==> src/hw/rtl/srr_pkg.sv <==
// ----------------------------------------------------------------------------
// srr_pkg
// shared types, codes and constants of the selective repeat receiver
// ----------------------------------------------------------------------------
package srr_pkg;

  // default bitmap depth and largest legal payload
  localparam int MAX_PACKETS_DEF = 1024;
  localparam int PAYLOAD_BYTES   = 2048;

  // header field widths
  localparam int SEQ_W   = 10;
  localparam int BYTES_W = 11;
  localparam int EXP_W   = 11;
  localparam int SUM_W   = 32;

  // command queue between front and back
  localparam int QUEUE_DEPTH = 2;
  localparam int QPW         = $clog2(QUEUE_DEPTH);
  localparam int QCW         = $clog2(QUEUE_DEPTH + 1);

  typedef enum logic [2:0] {
    VERDICT_CORRUPT  = 3'd0,
    VERDICT_NAME     = 3'd1,
    VERDICT_IN_ORDER = 3'd2,
    VERDICT_STORED   = 3'd3,
    VERDICT_DUP      = 3'd4,
    VERDICT_RELEASED = 3'd5,
    VERDICT_NOTHING  = 3'd6
  } verdict_t;

  typedef enum logic {
    REQ_BYTE  = 1'b0,
    REQ_DRAIN = 1'b1
  } req_t;

  // one classified command: a finished packet or a drain request
  typedef struct packed {
    req_t               req;
    logic               corrupt;
    logic [SEQ_W-1:0]   seq;
    logic [BYTES_W-1:0] bytes;
    logic [SEQ_W-1:0]   total;
  } cmd_t;

endpackage

==> src/hw/rtl/srr_ram.sv <==
// ----------------------------------------------------------------------------
// srr_ram
// generic single write, single read memory with registered read data
// ----------------------------------------------------------------------------
module srr_ram #(
  parameter int WIDTH = 1,
  parameter int DEPTH = 16
) (
  input  logic                     clk,
  input  logic                     we,
  input  logic [$clog2(DEPTH)-1:0] waddr,
  input  logic [WIDTH-1:0]         wdata,
  input  logic                     re,
  input  logic [$clog2(DEPTH)-1:0] raddr,
  output logic [WIDTH-1:0]         rdata
);

  logic [WIDTH-1:0] mem [DEPTH];

  // write port
  always_ff @(posedge clk) begin
    if (we) begin
      mem[waddr] <= wdata;
    end
  end

  // registered read, held while not enabled
  always_ff @(posedge clk) begin
    if (re) begin
      rdata <= mem[raddr];
    end
  end

endmodule

==> src/hw/rtl/srr_front.sv <==
// ----------------------------------------------------------------------------
// srr_front
// takes input transfers, folds payload bytes into the checksum and turns
// packet ends and drain requests into commands for the back end
// ----------------------------------------------------------------------------
module srr_front (
  input  logic                        clk,
  input  logic                        rst,
  input  logic                        in_valid,
  output logic                        in_stall,
  input  logic                        req_type,
  input  logic [srr_pkg::SEQ_W-1:0]   seq_number,
  input  logic [srr_pkg::BYTES_W-1:0] byte_count,
  input  logic [srr_pkg::SEQ_W-1:0]   total_count,
  input  logic signed [31:0]          sent_checksum,
  input  logic signed [7:0]           payload_byte,
  input  logic                        last_byte,
  input  logic                        q_full,
  input  logic                        clear_busy,
  output logic                        push,
  output srr_pkg::cmd_t               push_cmd
);
  import srr_pkg::*;

  logic             accept;
  logic [SUM_W-1:0] running_xor;
  logic [SUM_W-1:0] running_xor_next;
  logic [SUM_W-1:0] folded;
  logic [SUM_W-1:0] sum;
  logic             oversize;

  // no transfer while the queue is full or the bitmap is being cleared
  assign in_stall = q_full | clear_busy;
  assign accept   = in_valid & ~in_stall;

  // checksum of the packet so far including this byte
  always_comb begin
    folded   = running_xor ^ ((byte_count != '0) ? SUM_W'(payload_byte) : '0);
    sum      = folded ^ SUM_W'(seq_number) ^ SUM_W'(byte_count) ^ SUM_W'(total_count);
    oversize = 32'(byte_count) > 32'(PAYLOAD_BYTES);
  end

  // running checksum, restarts after every last byte
  always_comb begin
    running_xor_next = running_xor;
    if (accept && req_type == REQ_BYTE) begin
      running_xor_next = last_byte ? '0 : folded;
    end
  end

  always_ff @(posedge clk) begin
    if (rst) begin
      running_xor <= '0;
    end else begin
      running_xor <= running_xor_next;
    end
  end

  // command out on packet end or drain
  assign push = accept & ((req_type == REQ_DRAIN) | last_byte);

  always_comb begin
    push_cmd.req     = req_t'(req_type);
    push_cmd.corrupt = (sum != $unsigned(sent_checksum)) | oversize;
    push_cmd.seq     = seq_number;
    push_cmd.bytes   = byte_count;
    push_cmd.total   = total_count;
  end

endmodule

==> src/hw/rtl/srr_queue.sv <==
// ----------------------------------------------------------------------------
// srr_queue
// short command queue that decouples the front from the back end
// ----------------------------------------------------------------------------
module srr_queue (
  input  logic          clk,
  input  logic          rst,
  input  logic          push,
  input  srr_pkg::cmd_t push_cmd,
  output logic          full,
  input  logic          pop,
  output logic          q_valid,
  output srr_pkg::cmd_t head
);
  import srr_pkg::*;

  cmd_t           entry [QUEUE_DEPTH];
  logic [QPW-1:0] wr_ptr;
  logic [QPW-1:0] rd_ptr;
  logic [QCW-1:0] count;

  assign full    = (count == QCW'(QUEUE_DEPTH));
  assign q_valid = (count != '0);
  assign head    = entry[rd_ptr];

  // entry storage
  always_ff @(posedge clk) begin
    if (push) begin
      entry[wr_ptr] <= push_cmd;
    end
  end

  // pointers and fill level
  always_ff @(posedge clk) begin
    if (rst) begin
      wr_ptr <= '0;
      rd_ptr <= '0;
      count  <= '0;
    end else begin
      if (push) begin
        wr_ptr <= (wr_ptr == QPW'(QUEUE_DEPTH - 1)) ? '0 : wr_ptr + 1'b1;
      end
      if (pop) begin
        rd_ptr <= (rd_ptr == QPW'(QUEUE_DEPTH - 1)) ? '0 : rd_ptr + 1'b1;
      end
      if (push && !pop) begin
        count <= count + 1'b1;
      end else if (pop && !push) begin
        count <= count - 1'b1;
      end
    end
  end

endmodule

==> src/hw/rtl/srr_back.sv <==
// ----------------------------------------------------------------------------
// srr_back
// carries out commands: bitmap read-modify-write, sequence tracking and the
// output register; clears the bitmap after reset
// ----------------------------------------------------------------------------
module srr_back #(
  parameter int MAX_PACKETS = srr_pkg::MAX_PACKETS_DEF
) (
  input  logic                        clk,
  input  logic                        rst,
  input  logic                        q_valid,
  input  srr_pkg::cmd_t               head,
  output logic                        pop,
  output logic                        clear_busy,
  output logic                        out_valid,
  input  logic                        out_stall,
  output logic [2:0]                  verdict,
  output logic                        send_ack,
  output logic [srr_pkg::SEQ_W-1:0]   ack_seq,
  output logic [srr_pkg::BYTES_W-1:0] ack_bytes,
  output logic                        transfer_done
);
  import srr_pkg::*;

  localparam int AW = $clog2(MAX_PACKETS);

  // clearing pass
  logic          clr_busy;
  logic [AW-1:0] clr_addr;

  // execute stage
  logic b_valid;
  cmd_t b_cmd;
  logic b_fire;
  logic fwd_hit;
  logic fwd_bit;

  // receiver state
  logic [EXP_W-1:0] expected_seq;
  logic [EXP_W-1:0] total_packets;
  logic             done_flag;

  // decision
  logic [EXP_W-1:0]   exp_next;
  logic [EXP_W-1:0]   total_next;
  logic               done_next;
  logic [EXP_W-1:0]   exp_inc;
  logic [EXP_W-1:0]   exp_after;
  logic [31:0]        seq_wide;
  logic [31:0]        exp_wide;
  logic [31:0]        after_wide;
  logic [31:0]        head_wide;
  logic               seq_in_map;
  logic               exp_in_map;
  logic               map_bit;
  logic               map_we;
  logic [AW-1:0]      map_addr;
  logic               map_wdata;
  verdict_t           dec_verdict;
  logic               dec_ack;
  logic [SEQ_W-1:0]   dec_seq;
  logic [BYTES_W-1:0] dec_bytes;

  // memory ports
  logic          ram_we;
  logic [AW-1:0] ram_waddr;
  logic [0:0]    ram_wdata;
  logic [AW-1:0] ram_raddr;
  logic [0:0]    ram_rdata;

  assign clear_busy = clr_busy;

  // handshake between queue, execute stage and output register
  assign b_fire = b_valid & (~out_valid | ~out_stall);
  assign pop    = q_valid & (~b_valid | ~out_valid | ~out_stall) & ~clr_busy;

  // index forms of the sequence numbers
  always_comb begin
    seq_wide   = 32'(b_cmd.seq);
    exp_wide   = 32'(expected_seq);
    seq_in_map = seq_wide < 32'(MAX_PACKETS);
    exp_in_map = exp_wide < 32'(MAX_PACKETS);
    exp_inc    = expected_seq + 1'b1;
    map_bit    = fwd_hit ? fwd_bit : ram_rdata[0];
  end

  // verdict and next state for the command in the execute stage
  always_comb begin
    dec_verdict = VERDICT_NOTHING;
    dec_ack     = 1'b0;
    dec_seq     = '0;
    dec_bytes   = '0;
    exp_next    = expected_seq;
    total_next  = total_packets;
    done_next   = done_flag;
    map_we      = 1'b0;
    map_addr    = seq_wide[AW-1:0];
    map_wdata   = 1'b0;
    if (b_cmd.req == REQ_DRAIN) begin
      if (!done_flag && expected_seq != '0 && exp_in_map && map_bit) begin
        dec_verdict = VERDICT_RELEASED;
        dec_seq     = expected_seq[SEQ_W-1:0];
        map_we      = 1'b1;
        map_addr    = exp_wide[AW-1:0];
        exp_next    = exp_inc;
        done_next   = done_flag | (exp_inc > total_packets);
      end
    end else begin
      dec_seq   = b_cmd.seq;
      dec_bytes = b_cmd.bytes;
      if (b_cmd.corrupt) begin
        dec_verdict = VERDICT_CORRUPT;
      end else if (done_flag) begin
        dec_verdict = VERDICT_DUP;
        dec_ack     = 1'b1;
      end else if (b_cmd.seq == '0) begin
        dec_ack = 1'b1;
        if (expected_seq == '0) begin
          dec_verdict = VERDICT_NAME;
          total_next  = EXP_W'(b_cmd.total);
          exp_next    = EXP_W'(1);
          done_next   = EXP_W'(1) > EXP_W'(b_cmd.total);
        end else begin
          dec_verdict = VERDICT_DUP;
        end
      end else if (EXP_W'(b_cmd.seq) == expected_seq) begin
        dec_verdict = VERDICT_IN_ORDER;
        dec_ack     = 1'b1;
        map_we      = seq_in_map;
        exp_next    = exp_inc;
        done_next   = done_flag | (exp_inc > total_packets);
      end else if (EXP_W'(b_cmd.seq) < expected_seq) begin
        dec_verdict = VERDICT_DUP;
        dec_ack     = 1'b1;
      end else if (!seq_in_map || map_bit) begin
        dec_verdict = VERDICT_DUP;
      end else begin
        dec_verdict = VERDICT_STORED;
        dec_ack     = 1'b1;
        map_we      = 1'b1;
        map_wdata   = 1'b1;
      end
    end
  end

  // read address for the command entering the execute stage
  always_comb begin
    exp_after  = b_fire ? exp_next : expected_seq;
    after_wide = 32'(exp_after);
    head_wide  = 32'(head.seq);
    ram_raddr  = (head.req == REQ_DRAIN) ? after_wide[AW-1:0] : head_wide[AW-1:0];
  end

  // write port shared by the clearing pass and the execute stage
  always_comb begin
    if (clr_busy) begin
      ram_we    = 1'b1;
      ram_waddr = clr_addr;
      ram_wdata = 1'b0;
    end else begin
      ram_we    = b_fire & map_we;
      ram_waddr = map_addr;
      ram_wdata = map_wdata;
    end
  end

  srr_ram #(
    .WIDTH (1),
    .DEPTH (MAX_PACKETS)
  ) u_map (
    .clk   (clk),
    .we    (ram_we),
    .waddr (ram_waddr),
    .wdata (ram_wdata),
    .re    (pop),
    .raddr (ram_raddr),
    .rdata (ram_rdata)
  );

  // clearing pass over the bitmap after reset
  always_ff @(posedge clk) begin
    if (rst) begin
      clr_busy <= 1'b1;
      clr_addr <= '0;
    end else if (clr_busy) begin
      if (clr_addr == AW'(MAX_PACKETS - 1)) begin
        clr_busy <= 1'b0;
      end
      clr_addr <= clr_addr + 1'b1;
    end
  end

  // execute stage and bypass of a write to the address being read
  always_ff @(posedge clk) begin
    if (rst) begin
      b_valid <= 1'b0;
    end else if (pop) begin
      b_valid <= 1'b1;
    end else if (b_fire) begin
      b_valid <= 1'b0;
    end
  end

  always_ff @(posedge clk) begin
    if (pop) begin
      b_cmd   <= head;
      fwd_hit <= b_fire & map_we & (map_addr == ram_raddr);
      fwd_bit <= map_wdata;
    end
  end

  // receiver state
  always_ff @(posedge clk) begin
    if (rst) begin
      expected_seq  <= '0;
      total_packets <= EXP_W'(MAX_PACKETS - 1);
      done_flag     <= 1'b0;
    end else if (b_fire) begin
      expected_seq  <= exp_next;
      total_packets <= total_next;
      done_flag     <= done_next;
    end
  end

  // output register
  always_ff @(posedge clk) begin
    if (rst) begin
      out_valid <= 1'b0;
    end else if (b_fire) begin
      out_valid <= 1'b1;
    end else if (!out_stall) begin
      out_valid <= 1'b0;
    end
  end

  always_ff @(posedge clk) begin
    if (b_fire) begin
      verdict       <= dec_verdict;
      send_ack      <= dec_ack;
      ack_seq       <= dec_seq;
      ack_bytes     <= dec_bytes;
      transfer_done <= done_next;
    end
  end

endmodule

==> src/hw/rtl/selective_repeat_receiver_unit.sv <==
// ----------------------------------------------------------------------------
// selective_repeat_receiver_unit
// selective repeat receiver control: checksum, verdicts and in-order release
// ----------------------------------------------------------------------------
// The unit takes one input transfer per cycle while in_stall is low: payload
// bytes of a packet, with the header repeated on each, or drain requests.
// Bytes that are not the last of a packet give no result. A last byte or a
// drain gives exactly one result, taken through a registered output after
// the command queue and the execute stage; it comes later while the output
// stalls. Packet ends and drains pass through a two-entry command queue to a
// back end that retires one command per cycle while the output does not
// stall, doing a read-modify-write of the MAX_PACKETS-entry out-of-order
// bitmap memory. After reset the input stalls while that bitmap is cleared.
module selective_repeat_receiver_unit #(
  parameter int MAX_PACKETS = srr_pkg::MAX_PACKETS_DEF
) (
  input  logic                        clk,
  input  logic                        rst,
  input  logic                        in_valid,
  output logic                        in_stall,
  input  logic                        req_type,
  input  logic [srr_pkg::SEQ_W-1:0]   seq_number,
  input  logic [srr_pkg::BYTES_W-1:0] byte_count,
  input  logic [srr_pkg::SEQ_W-1:0]   total_count,
  input  logic signed [31:0]          sent_checksum,
  input  logic signed [7:0]           payload_byte,
  input  logic                        last_byte,
  output logic                        out_valid,
  input  logic                        out_stall,
  output logic [2:0]                  verdict,
  output logic                        send_ack,
  output logic [srr_pkg::SEQ_W-1:0]   ack_seq,
  output logic [srr_pkg::BYTES_W-1:0] ack_bytes,
  output logic                        transfer_done
);
  import srr_pkg::*;

  logic push;
  cmd_t push_cmd;
  logic q_full;
  logic q_valid;
  logic pop;
  cmd_t head;
  logic clear_busy;

  // front: accept and classify
  srr_front u_front (
    .clk           (clk),
    .rst           (rst),
    .in_valid      (in_valid),
    .in_stall      (in_stall),
    .req_type      (req_type),
    .seq_number    (seq_number),
    .byte_count    (byte_count),
    .total_count   (total_count),
    .sent_checksum (sent_checksum),
    .payload_byte  (payload_byte),
    .last_byte     (last_byte),
    .q_full        (q_full),
    .clear_busy    (clear_busy),
    .push          (push),
    .push_cmd      (push_cmd)
  );

  // command queue
  srr_queue u_queue (
    .clk      (clk),
    .rst      (rst),
    .push     (push),
    .push_cmd (push_cmd),
    .full     (q_full),
    .pop      (pop),
    .q_valid  (q_valid),
    .head     (head)
  );

  // back end: bitmap, sequence state and results
  srr_back #(
    .MAX_PACKETS (MAX_PACKETS)
  ) u_back (
    .clk           (clk),
    .rst           (rst),
    .q_valid       (q_valid),
    .head          (head),
    .pop           (pop),
    .clear_busy    (clear_busy),
    .out_valid     (out_valid),
    .out_stall     (out_stall),
    .verdict       (verdict),
    .send_ack      (send_ack),
    .ack_seq       (ack_seq),
    .ack_bytes     (ack_bytes),
    .transfer_done (transfer_done)
  );

endmodule

==> config.mk <==
export PLATFORM = sky130hd
export DESIGN_NAME = selective_repeat_receiver_unit
export DESIGN_NICKNAME = d
export VERILOG_FILES = /design/src/hw/rtl/srr_pkg.sv /design/src/hw/rtl/srr_ram.sv /design/src/hw/rtl/srr_front.sv /design/src/hw/rtl/srr_queue.sv /design/src/hw/rtl/srr_back.sv /design/src/hw/rtl/selective_repeat_receiver_unit.sv
export SDC_FILE = /design/constraint.sdc
export NUM_CORES = 2
export LEC_CHECK = 0
export ABC_AREA = 1
export ABC_CLOCK_PERIOD_IN_PS = 69800
export BUFFER_PORTS_ARGS = -buffer_cell sky130_fd_sc_hd__buf_2
export CORE_AREA = 2 2 345 347
export DETAILED_ROUTE_END_ITERATION = 10
export DIE_AREA = 0 0 347 349
export PLACE_DENSITY = 0.75
export SKIP_LAST_GASP = 1
export SYNTH_ARGS = -nofsm -noshare
export SYNTH_HDL_FRONTEND = slang
export SYNTH_SLANG_ARGS = --single-unit
==> constraint.sdc <==
create_clock -name clk -period 69.8 [get_ports clk]
set_input_delay 0 -clock clk [delete_from_list [all_inputs] [get_ports clk]]
set_output_delay 0 -clock clk [all_outputs]
set_load 0.005 [all_outputs]
==> results by group <==
STA
  – Hold Slack: between 40 and 50 ps
  – Slew headroom: 6.79%
  – Worst-margin pin slew: 1390 ps
  – Finish-stage setup viols: 0
  – Final Max Slew Viols: 0
  – Max Fclk: 165 MHz
  – Final hold violations: 0
  – Clock period minus worst slack: 6060 ps
  – Skew final: between 40 and 50 ps
  – Period utilisation layout: 8.68%
  – Final setup TNS: 0 ps
  – RSZ-0062 raised after global routing: false

Synthesis
  – Post-synth EDFFs: 1152
  – Synth Flop Type: edfxtp_1
  – Synth Net Count: ~6.3k
  – Synth Warn #: 0
  – Syn avg cell area: 9.47 um^2
  – Synth top cells by count: 1352 x nand2_1, 1152 x edfxtp_1, 1138 x nor2_1
  – Post-synthesis sequential area ratio: 61.9%
  – Ys async rst share: 0%
  – Post-synthesis cell count: 6149
  – Synth area leader: edfxtp_1
  – Cell variety after synth: slightly above 50
  – Seq cells post-synth: 1224
  – Count leader, synth: nand2_1
  – Synth top area share: roughly three fifths
  – Cell Area, Synth: 58200 um^2
  – Ranking of synthesized cells by area: edfxtp_1 59%, nand2_1 8.7%, nor2_1 7.3%

Critical path
  – Max FO, Critical Path: 132
  – Worst setup SP type: flop
  – Worst r2r src: u_back.expected_seq[3]
  – R2r setup slk: 63740 ps
  – Setup crit end kind: flop
  – R2R depth: 24
  – Worst path arrival time: 6620 ps
  – Crit Reg-Reg Endpoint: u_back.u_map.rdata
  – CP Class: reg -> reg
  – Req. time, crit path: 70360 ps

Clocking
  – H-tree lvl count: 3
  – Clock transition at the registers of the reported paths: 60 ps
  – CTS tree: built
  – Clk sinks: 1224
  – Post CTS Setup Buffer Count: 0
  – Clock Latency Late Sink: 740 ps
  – CTS root buffer: clkbuf_16
  – Clock Path Buffers: 3
  – CTS buffer count: 120

Floorplan
  – Full die area: approximately 120000 um^2
  – Die width: 347 um
  – Initial Util: 49.6%
  – Row count: between 100 and 150
  – Ports: 105
  – Core box area: 117000 um^2
  – Die height: 349 um

Min path
  – WHS Path Cells: 2
  – HP Class: in -> reg
  – Worst Hold Path EP: u_queue.entry[0][8]
  – Hold_sp: total_count[8]

Global routing
  – First-pass GRT wire length: 247000 um
  – Antenna violations before repair: 1
  – Grt ovf: 0
  – Pin count of the biggest net entering global routing: 309
  – GRT Util Overall: 26.7%
  – Vias in the first global route: 41.8k

Route
  – DRT Pass-1 Iters: 8
  – First DRT Iteration DRCs: approximately 6.5k
  – Drt drc: 0
  – Via count: 44.3k
  – DR vias/cell: between 5 and 6
  – Post-DRT Antenna Nets: 0
  – Total wire length: 166000 um
  – Per-cell routed wire length: 21.5 um

Layout
  – Area grow syn2layout: 9.27%
  – Layout net count: 6178
  – Finished layout cell area: 63600 um^2
  – Share of cells above drive strength 1: about 7.3%

Placed design
  – Placed instance area: between 50000 and 60000 um^2
  – Final RePlAce weighted congestion: around 0.88
  – Post-DP HPWL: 82900 um
  – PortBufs: 104

Power
  – Leakage: 0.0238 uW
  – Maximum VDD drop: between 0.00002 and 0.000025 V
  – Final Total Pwr: 1470 uW
  – Power density cells: 23.0 nW/um^2

Status
  – Status: complete, no violations

Job
  – MaxCap Viol Count: 0
worst max-delay path by stage:
stage	startpoint	endpoint	slack (ps)	cells past startpoint
final	u_back.expected_seq[3]	u_back.u_map.rdata	63740	24
after CTS	u_back.expected_seq[3]	u_back.u_map.rdata	63920	24
after detailed placement	u_back.expected_seq[2]	u_back.u_map.rdata	63940	24
after global routing	u_back.expected_seq[6]	u_back.u_map.rdata	63530	24
after floorplan	u_back.expected_seq[2]	u_back.u_map.mem[0]	4380	14
after global placement	u_back.expected_seq[5]	u_back.u_map.rdata	63970	24
registers in the layout (all words and copies together) (netlist names), 2 cells and up, named ones only:
| name | count |
|---|---|
| u_back.ack_bytes | 11 |
| u_back.ack_seq | 10 |
| u_back.b_cmd | 33 |
| u_back.clr_addr | 10 |
| u_back.expected_seq | 11 |
| u_back.total_packets | 10 |
| u_back.u_map.mem | 1024 |
| u_back.verdict | 3 |
| u_front.running_xor | 32 |
| u_queue.count | 2 |
| u_queue.entry | 66 |
power by group:
part | leakage (uW) | internal (uW) | switching, uW | total [uW]
clock network | 0.00190 | 370 | 281 | 651
logic | 0.00852 | 7.76 | 15.4 | 23.2
registers | 0.0134 | 791 | 0.199 | 791
total | 0.0238 | 1170 | 296 | 1470
cell type report:
type / instances / area [um^2]
inverters: 630 / 2360
flip-flops and latches: 1224 / 36000
repair buffers: 227 / 1650
diodes: 1 / 2.50
well taps: 1536 / 1920
clock inverters: 76 / 733
fillers: 9948 / 53800
clock buffers: 145 / 3140
multi-input cells: 3873 / 17800
placed cells by master (no fill, tap or decap), types with 3 or more instances in the layout:
cell	count
bufinv_16	14
nand3b_1	36
a21oi_1	65
buf_4	61
o21ai_2	4
clkinv_2	22
clkbuf_16	122
nor2_2	8
inv_2	10
inv_1	619
nand2_1	1317
o21ai_0	66
o21ai_1	74
inv_6	3
nand3_1	785
buf_12	5
o21ai_4	3
nor3_1	12
nand2_8	3
nor2_4	3
ha_1	25
dfxtp_1	72
buf_2	104
clkbuf_1	23
nor4_1	9
nand2_2	39
edfxtp_1	1152
clkinv_1	32
dlygate4sd3_1	57
xor2_1	49
o211ai_1	118
mux2_2	29
nor2_1	1136
nand4_1	8
xnor2_1	53
per-layer routing:
metal | routed length [um] | global-route usage (%)
met4 | 8920 | 13.2
met3 | 19300 | 5.10
met5 | 110 | 0.600
met2 | 77300 | 43.7
met1 | 60200 | 34.1
critical path: stages (launching register included):
cell,delay [ps]
dfxtp_1,450
inv_1,160
ha_1,370
nand2_1,70
nor2_1,110
nand2_1,90
nor2_4,130
nand3_1,130
nand2_4,150
a21oi_2,80
nand2_1,90
nand2_1,130
nand2_8,730
buf_4,830
buf_4,740
o211ai_1,190
nand3_1,110
nand3_1,90
nand3_1,120
nand3_1,110
nand3_1,170
nand3_1,260
nand3_1,160
nand3_1,70
nand2_1,140
logic make-up (layout without fill, tap and decap cells):
family | Yosys count | in the layout | share of synthesized area (%)
buffers and inverters | 1052 | 1078 | 7.90
AND/OR/NAND/NOR | 3370 | 3370 | 24.0
flip-flops | 1224 | 1224 | 61.9
other | 0 | 1 | 0
AO/OA/AOI/OAI | 346 | 346 | 3.61
XOR/XNOR | 102 | 102 | 1.53
multiplexers | 30 | 30 | 0.578
adder cells (fa/ha/maj) | 25 | 25 | 0.537
what timing repair did:
action	in CTS	in global routing
hold endpoints to repair	117	0
hold buffers	57	0
gates resized for setup	0	0
stage by stage:
stage          worst slack [ps]  util (%)  std cells
5_1_grt                   63530      54.2       7711
3_3_place_gp              63970      50.4       7433
3_5_place_dp              63940      50.4       7433
2_1_floorplan              4380         -       6149
4_1_cts                   63920      54.2       7711
6_report                  63740      54.2       7712
(Power assumes the default switching activity.)
